===== src/sv/nckc_pkg.sv =====
// ----------------------------------------------------------------------------
// nckc_pkg
// Shared types, constants and arithmetic helpers for the normalized color
// key classifier.
// ----------------------------------------------------------------------------
package nckc_pkg;

  // Pixel channel and result widths
  localparam int unsigned CHAN_W  = 8;
  localparam int unsigned NUM_W   = 2 * CHAN_W;
  localparam int unsigned SQ_W    = 2 * CHAN_W;
  localparam int unsigned DIST_W  = 18;
  localparam int unsigned NUM_CH  = 3;

  // Quotient bits resolved per pipeline stage, and the number of such stages
  localparam int unsigned DIV_BITS_PER_STAGE = 2;
  localparam int unsigned DIV_STAGES         = CHAN_W / DIV_BITS_PER_STAGE;

  // Configuration port
  localparam int unsigned ADDR_W = 4;
  localparam int unsigned DATA_W = 32;
  localparam logic [DIST_W-1:0] LIMIT_RESET = DIST_W'(25);

  // Register indexes
  typedef enum logic [1:0] {
    REG_TARGET_RED   = 2'd0,
    REG_TARGET_GREEN = 2'd1,
    REG_TARGET_BLUE  = 2'd2,
    REG_DIST_LIMIT   = 2'd3
  } reg_idx_t;

  typedef logic [CHAN_W-1:0] chan_t;
  typedef logic [NUM_W-1:0]  div_word_t;

  // One restoring division step. The word holds {remainder, unused numerator
  // bits}; the quotient bit shifts in at the bottom.
  function automatic div_word_t div_step(input div_word_t w, input chan_t d);
    logic [CHAN_W:0] top;
    logic [CHAN_W:0] diff;
    top  = w[NUM_W-1:CHAN_W-1];
    diff = top - {1'b0, d};
    if (top >= {1'b0, d}) begin
      div_step = {diff[CHAN_W-1:0], w[CHAN_W-2:0], 1'b1};
    end else begin
      div_step = {top[CHAN_W-1:0], w[CHAN_W-2:0], 1'b0};
    end
  endfunction

  // Scale a channel by full scale: c*255 = (c << 8) - c
  function automatic div_word_t scale_full(input chan_t c);
    scale_full = {c, CHAN_W'(0)} - {CHAN_W'(0), c};
  endfunction

endpackage


===== src/sv/normalized_color_key_classifier_core.sv =====
// ----------------------------------------------------------------------------
// normalized_color_key_classifier_core
// Throughput: one pixel per cycle while the output stall does not hold the
// pipeline; the four-stage restoring divider (two quotient bits per stage)
// sets the pipeline depth.
// Reset: synchronous active-low rst_n clears all valid bits; targets reset
// to 0 and the distance limit to 25.
// ----------------------------------------------------------------------------
module normalized_color_key_classifier_core (
  input  logic                           clk,
  input  logic                           rst_n,
  // pixel input
  input  logic                           in_valid,
  output logic                           in_stall,
  input  logic [nckc_pkg::CHAN_W-1:0]    in_red,
  input  logic [nckc_pkg::CHAN_W-1:0]    in_green,
  input  logic [nckc_pkg::CHAN_W-1:0]    in_blue,
  // result output
  output logic                           out_valid,
  input  logic                           out_stall,
  output logic                           out_selected,
  output logic [nckc_pkg::CHAN_W-1:0]    out_norm_red,
  output logic [nckc_pkg::CHAN_W-1:0]    out_norm_green,
  output logic [nckc_pkg::CHAN_W-1:0]    out_norm_blue,
  output logic [nckc_pkg::DIST_W-1:0]    out_distance_sq,
  // configuration
  input  logic                           psel,
  input  logic                           penable,
  input  logic                           pwrite,
  input  logic [nckc_pkg::ADDR_W-1:0]    paddr,
  input  logic [nckc_pkg::DATA_W-1:0]    pwdata,
  output logic [nckc_pkg::DATA_W-1:0]    prdata,
  output logic                           pready
);

  localparam int unsigned NS = nckc_pkg::DIV_STAGES;

  // --------------------------------------------------------------------------
  // Configuration registers
  // --------------------------------------------------------------------------
  logic [nckc_pkg::CHAN_W-1:0] tgt_r [nckc_pkg::NUM_CH];
  logic [nckc_pkg::DIST_W-1:0] limit_r;
  nckc_pkg::reg_idx_t          reg_sel;
  logic                        cfg_wr;

  assign pready  = 1'b1;
  assign reg_sel = nckc_pkg::reg_idx_t'(paddr[3:2]);
  assign cfg_wr  = psel & penable & pwrite;

  // Write selected register on the access phase
  always_ff @(posedge clk) begin
    if (!rst_n) begin
      tgt_r[0] <= '0;
      tgt_r[1] <= '0;
      tgt_r[2] <= '0;
      limit_r  <= nckc_pkg::LIMIT_RESET;
    end else if (cfg_wr) begin
      case (reg_sel)
        nckc_pkg::REG_TARGET_RED:   tgt_r[0] <= pwdata[nckc_pkg::CHAN_W-1:0];
        nckc_pkg::REG_TARGET_GREEN: tgt_r[1] <= pwdata[nckc_pkg::CHAN_W-1:0];
        nckc_pkg::REG_TARGET_BLUE:  tgt_r[2] <= pwdata[nckc_pkg::CHAN_W-1:0];
        nckc_pkg::REG_DIST_LIMIT:   limit_r  <= pwdata[nckc_pkg::DIST_W-1:0];
        default: ;
      endcase
    end
  end

  // Read back selected register
  always_comb begin
    case (reg_sel)
      nckc_pkg::REG_TARGET_RED:
        prdata = {(nckc_pkg::DATA_W - nckc_pkg::CHAN_W)'(0), tgt_r[0]};
      nckc_pkg::REG_TARGET_GREEN:
        prdata = {(nckc_pkg::DATA_W - nckc_pkg::CHAN_W)'(0), tgt_r[1]};
      nckc_pkg::REG_TARGET_BLUE:
        prdata = {(nckc_pkg::DATA_W - nckc_pkg::CHAN_W)'(0), tgt_r[2]};
      nckc_pkg::REG_DIST_LIMIT:
        prdata = {(nckc_pkg::DATA_W - nckc_pkg::DIST_W)'(0), limit_r};
      default:
        prdata = '0;
    endcase
  end

  // --------------------------------------------------------------------------
  // Pipeline control: every stage advances together unless the output
  // register holds a result that is not taken.
  // --------------------------------------------------------------------------
  logic out_valid_r;
  logic advance;

  assign advance  = ~out_valid_r | ~out_stall;
  assign in_stall = ~advance;

  // --------------------------------------------------------------------------
  // Stage 0: find the largest channel and form c*255 per channel
  // --------------------------------------------------------------------------
  logic [nckc_pkg::CHAN_W-1:0] in_ch [nckc_pkg::NUM_CH];
  logic [nckc_pkg::CHAN_W-1:0] cmax_nxt;
  logic [nckc_pkg::CHAN_W-1:0] rg_max;

  assign in_ch[0] = in_red;
  assign in_ch[1] = in_green;
  assign in_ch[2] = in_blue;
  assign rg_max   = (in_green > in_red) ? in_green : in_red;
  assign cmax_nxt = (in_blue > rg_max) ? in_blue : rg_max;

  // Divider pipeline registers: stage 0 holds the numerator, stage k holds
  // the word after 2*k division steps.
  logic                        div_v_r    [NS+1];
  logic [nckc_pkg::CHAN_W-1:0] div_d_r    [NS+1];
  logic                        div_zero_r [NS+1];
  nckc_pkg::div_word_t         div_w_r    [NS+1][nckc_pkg::NUM_CH];
  nckc_pkg::div_word_t         div_w_nxt  [NS][nckc_pkg::NUM_CH];

  // --------------------------------------------------------------------------
  // Stages 1..NS: restoring division, two quotient bits per stage
  // --------------------------------------------------------------------------
  always_comb begin
    for (int s = 0; s < NS; s++) begin
      for (int c = 0; c < nckc_pkg::NUM_CH; c++) begin
        div_w_nxt[s][c] = div_w_r[s][c];
        for (int k = 0; k < nckc_pkg::DIV_BITS_PER_STAGE; k++) begin
          div_w_nxt[s][c] = nckc_pkg::div_step(div_w_nxt[s][c], div_d_r[s]);
        end
      end
    end
  end

  // Load stage 0 and advance divider valid bits
  always_ff @(posedge clk) begin
    if (!rst_n) begin
      for (int s = 0; s <= NS; s++) begin
        div_v_r[s] <= 1'b0;
      end
    end else if (advance) begin
      div_v_r[0] <= in_valid;
      for (int s = 1; s <= NS; s++) begin
        div_v_r[s] <= div_v_r[s-1];
      end
    end
  end

  // Load stage 0 and advance divider data
  always_ff @(posedge clk) begin
    if (advance) begin
      div_d_r[0]    <= cmax_nxt;
      div_zero_r[0] <= (cmax_nxt == '0);
      for (int c = 0; c < nckc_pkg::NUM_CH; c++) begin
        div_w_r[0][c] <= nckc_pkg::scale_full(in_ch[c]);
      end
      for (int s = 1; s <= NS; s++) begin
        div_d_r[s]    <= div_d_r[s-1];
        div_zero_r[s] <= div_zero_r[s-1];
        for (int c = 0; c < nckc_pkg::NUM_CH; c++) begin
          div_w_r[s][c] <= div_w_nxt[s-1][c];
        end
      end
    end
  end

  // --------------------------------------------------------------------------
  // Square stage: take quotient (zero for a black pixel), square the
  // difference to the target per channel
  // --------------------------------------------------------------------------
  logic [nckc_pkg::CHAN_W-1:0] norm_nxt [nckc_pkg::NUM_CH];
  logic [nckc_pkg::CHAN_W-1:0] diff_nxt [nckc_pkg::NUM_CH];
  logic [nckc_pkg::SQ_W-1:0]   sq_nxt   [nckc_pkg::NUM_CH];
  logic [nckc_pkg::CHAN_W-1:0] norm_r   [nckc_pkg::NUM_CH];
  logic [nckc_pkg::SQ_W-1:0]   sq_r     [nckc_pkg::NUM_CH];
  logic                        sq_v_r;

  always_comb begin
    for (int c = 0; c < nckc_pkg::NUM_CH; c++) begin
      norm_nxt[c] = div_zero_r[NS] ? '0 : div_w_r[NS][c][nckc_pkg::CHAN_W-1:0];
      diff_nxt[c] = (norm_nxt[c] >= tgt_r[c]) ? (norm_nxt[c] - tgt_r[c])
                                               : (tgt_r[c] - norm_nxt[c]);
      sq_nxt[c]   = nckc_pkg::SQ_W'(diff_nxt[c]) * nckc_pkg::SQ_W'(diff_nxt[c]);
    end
  end

  always_ff @(posedge clk) begin
    if (!rst_n) begin
      sq_v_r <= 1'b0;
    end else if (advance) begin
      sq_v_r <= div_v_r[NS];
    end
  end

  always_ff @(posedge clk) begin
    if (advance) begin
      for (int c = 0; c < nckc_pkg::NUM_CH; c++) begin
        norm_r[c] <= norm_nxt[c];
        sq_r[c]   <= sq_nxt[c];
      end
    end
  end

  // --------------------------------------------------------------------------
  // Output stage: sum the squares and compare against the limit
  // --------------------------------------------------------------------------
  logic [nckc_pkg::DIST_W-1:0] dist_nxt;
  logic [nckc_pkg::DIST_W-1:0] dist_r;
  logic                        sel_r;
  logic [nckc_pkg::CHAN_W-1:0] out_norm_r [nckc_pkg::NUM_CH];

  assign dist_nxt = nckc_pkg::DIST_W'(sq_r[0]) + nckc_pkg::DIST_W'(sq_r[1])
                  + nckc_pkg::DIST_W'(sq_r[2]);

  always_ff @(posedge clk) begin
    if (!rst_n) begin
      out_valid_r <= 1'b0;
    end else if (advance) begin
      out_valid_r <= sq_v_r;
    end
  end

  always_ff @(posedge clk) begin
    if (advance) begin
      dist_r <= dist_nxt;
      sel_r  <= (dist_nxt < limit_r);
      for (int c = 0; c < nckc_pkg::NUM_CH; c++) begin
        out_norm_r[c] <= norm_r[c];
      end
    end
  end

  assign out_valid       = out_valid_r;
  assign out_selected    = sel_r;
  assign out_norm_red    = out_norm_r[0];
  assign out_norm_green  = out_norm_r[1];
  assign out_norm_blue   = out_norm_r[2];
  assign out_distance_sq = dist_r;

endmodule

===== config.mk =====
export PLATFORM = sky130hd
export DESIGN_NAME = normalized_color_key_classifier_core
export DESIGN_NICKNAME = d
export VERILOG_FILES = /design/src/sv/nckc_pkg.sv /design/src/sv/normalized_color_key_classifier_core.sv
export SDC_FILE = /design/constraint.sdc
export NUM_CORES = 1
export LEC_CHECK = 0
export ABC_AREA = 1
export BUFFER_PORTS_ARGS = -buffer_cell sky130_fd_sc_hd__buf_2
export CORE_MARGIN = 8
export CORE_UTILIZATION = 45
export CTS_CLUSTER_SIZE = 8
export DETAILED_ROUTE_END_ITERATION = 10
export GPL_TIMING_DRIVEN = 0
export PLACE_DENSITY_LB_ADDON = 0.12
export SYNTH_ARGS = -nofsm -noshare
export SYNTH_HDL_FRONTEND = slang
export SYNTH_SLANG_ARGS = --single-unit

===== constraint.sdc =====
create_clock -name clk -period 15.2 [get_ports clk]
set_input_delay 2.28 -clock clk [delete_from_list [all_inputs] [get_ports clk]]
set_output_delay 2.28 -clock clk [all_outputs]
set_load 0.005 [all_outputs]

==> impl_metrics.json <==
{
  "wl_met3_mm": 4.18,
  "clock-sinks": 414,
  "maxUsedRoutingLayer": "met4",
  "grtUsageTotal_pct": 19.1,
  "final_common_cell": "nand2_1",
  "clk_pin_slew_worst_paths_ns": 0.05,
  "synth_cell_types": 64,
  "async_flop_share_pct": 0,
  "grt_pass1_wl_mm": 127,
  "via_per_inst": 5.02,
  "area_growth_pct": 11.1,
  "rsz0062_at_grt": "no",
  "synth_top_family_by_area": "adder cells",
  "endpoint_kind": "flop",
  "dr_wl_met2_mm": 36.7,
  "yosys.area_share.xor_xnor_pct": 5.85,
  "synthCells": 3735,
  "path_class": "reg2reg",
  "skew_ns": 0.0517,
  "maxSlewViolCount": 0,
  "io_pins": 145,
  "routed_wirelength_mm": 79.3,
  "setup_viol": 0,
  "antenna_found_initial": 3,
  "vias": 24700,
  "coreArea_um2": 72700,
  "final_core_utilization_pct": 50.3,
  "timing.hold.ws_ns": 0.381,
  "fmax_mhz": 144,
  "port_buffers": 112,
  "dieWidth_um": 287,
  "finalCritPeriodShare_pct": 45.6,
  "synth-simple-area-share_pct": 19.9,
  "rows": 99,
  "die_h_um": 287,
  "initial_core_util_pct": 45.3,
  "synthAdderAreaFrac_pct": 21.4,
  "rrSetupSlack_ns": 8.26,
  "drc": 0,
  "gp_congestion": 0.884,
  "root_buffer": "clkbuf_16",
  "hp-start": "div_w_r[3][1]",
  "fillCellCount": 6986,
  "dp_slack_ns": 8.26,
  "syn_avg_cell_area_um2": 8.82,
  "cap_violations": 0,
  "met1Wirelength_mm": 36.0,
  "cts_tree": "built",
  "final_hold_viol_count": 0,
  "cts_resized": 0,
  "cts_hold_buffers": 0,
  "dpl.cell_count": 4828,
  "critPathLaunch": "div_zero_r[0][4]",
  "start_kind": "flop",
  "netlist_area_um2": 32900,
  "grt_pass1_vias": 24000,
  "timing.rr.start": "div_zero_r[0][4]",
  "wl_per_cell_um": 16.1,
  "crit_fanout": 10,
  "yosys_warnings": 0,
  "first_iter_violations": 1183,
  "synth_compound_area_share_pct": 8.34,
  "post_cts_buffers": 0,
  "synthMuxAreaShare_pct": 0,
  "final_cell_mix": "nand2_1, inv_1, edfxtp_1",
  "synth_top_flop_cell": "edfxtp_1",
  "ctsHtreeMaxLevel": 2,
  "dieArea_um2": 82100,
  "fin_nets": 4492,
  "clk_latency_ns": 0.62,
  "slew_headroom_pct": 22.8,
  "overflow": 0,
  "arrival_ns": 7.32,
  "status": "finished, final reports clean",
  "clk_path_buf_depth": 3,
  "layout_min_cycle_time_ns": 6.94,
  "min_path_type": "reg2reg",
  "grt_start_max_net_pins": 75,
  "layout-drive-gt1-share_pct": 8.56,
  "antenna_left": 0,
  "hpwlAfterDp_mm": 64.3,
  "synth_seq_cells": 414,
  "ys_seq_area_share_pct": 37.1,
  "synth_edf_count": 394,
  "numCtsBuffers": 58,
  "instances_no_fill": 4918,
  "first_pass_iters": 6,
  "required_ns": 15.58,
  "fin_ws_ns": 8.26,
  "worstMarginPinSlew_ns": 1.15
}
## cell usage after synthesis (26+ instances only)
cell type / number / area [um^2]
nor2_1: 299 / 1120
o21ai_1: 29 / 145
nand2_1: 803 / 3010
nand2_2: 30 / 188
inv_1: 549 / 2060
nand4_1: 54 / 338
a21o_1: 27 / 203
ha_1: 382 / 4780
nor3_1: 26 / 130
a21oi_1: 225 / 1130
nand3_1: 231 / 1160
o21ai_0: 92 / 460
xnor2_1: 91 / 797
fa_1: 114 / 2280
xor2_1: 126 / 1100
edfxtp_1: 394 / 11800
## area by class of cell
type	count	area, um^2	share of cell area, %
Multi-Input combinational cell	2720	18400	50.2
Sequential cell	414	12200	33.4
Inverter	576	2160	5.92
Clock buffer	86	1580	4.31
Tap cell	959	1200	3.28
Timing Repair Buffer	118	726	1.98
Buffer	41	260	0.711
Clock inverter	3	76.3	0.209
Antenna cell	1	2.50	0.00684
## worst paths after layout
| kind | cells past startpoint | endpoint |
|---|---|---|
| setup / recovery | 27 | sq_r[0][29] |
| hold / removal | 0 | div_w_r[4][3] |
| setup reg to reg | 27 | sq_r[0][29] |
| hold reg to reg | 0 | div_w_r[4][3] |
## cell families after synthesis
| group | count (synthesis) |
|---|---|
| simple gates | 1514 |
| other cells | 2 |
| flops | 414 |
| buf+inv | 617 |
| compound gates | 474 |
| xor+xnor | 218 |
| fa+ha+maj | 496 |
## critical path, cell delays in order, from the launching register on
cell and delay, ns:
edfxtp_1 0.53, inv_1 0.14, clkbuf_1 0.43, nand2_1 0.19, ha_1 0.36, buf_2 0.18, inv_1 0.18, nor2_1 0.09
nand3_1 0.10, nand3_2 0.19, inv_2 0.17, nand2_1 0.08, nand2_2 0.14, inv_2 0.13, nor2_1 0.24, fa_1 0.49
fa_1 0.54, inv_1 0.05, fa_1 0.50, fa_1 0.55, inv_1 0.04, ha_1 0.35, a21oi_1 0.19, o21a_1 0.16
o21a_1 0.16, nor2_1 0.05, nor2_1 0.11, xor2_1 0.37
## flip-flops by register name, summed over array words and instances (netlist names)
register,count
out_valid,1
out_selected,1
norm_r,24
sq_v_r,1
limit_r,18
tgt_r,24
sq_r,45
out_norm_r,24
div_d_r,32
div_zero_r,5
div_w_r,216
div_v_r,5
out_distance_sq,18
## stage by stage
stage | TNS, ns | instance area (um^2)
after detailed placement | 0 | 34900
after global placement | -6.41 | 34800
final | 0 | 36600
after CTS | 0 | 36600
after floorplan | 0 | 33000
after global routing | 0 | 36600
## per-layer routing
metal,vias to the layer above,global-route usage (%)
li1,12800,-
met1,11300,24.8
met2,506,32.1
met3,125,3.35
met4,0,6.18
met5,-,0
Power is not shown: default switching activity piles up to over one toggle a cycle in this logic, so the estimate is an artifact.
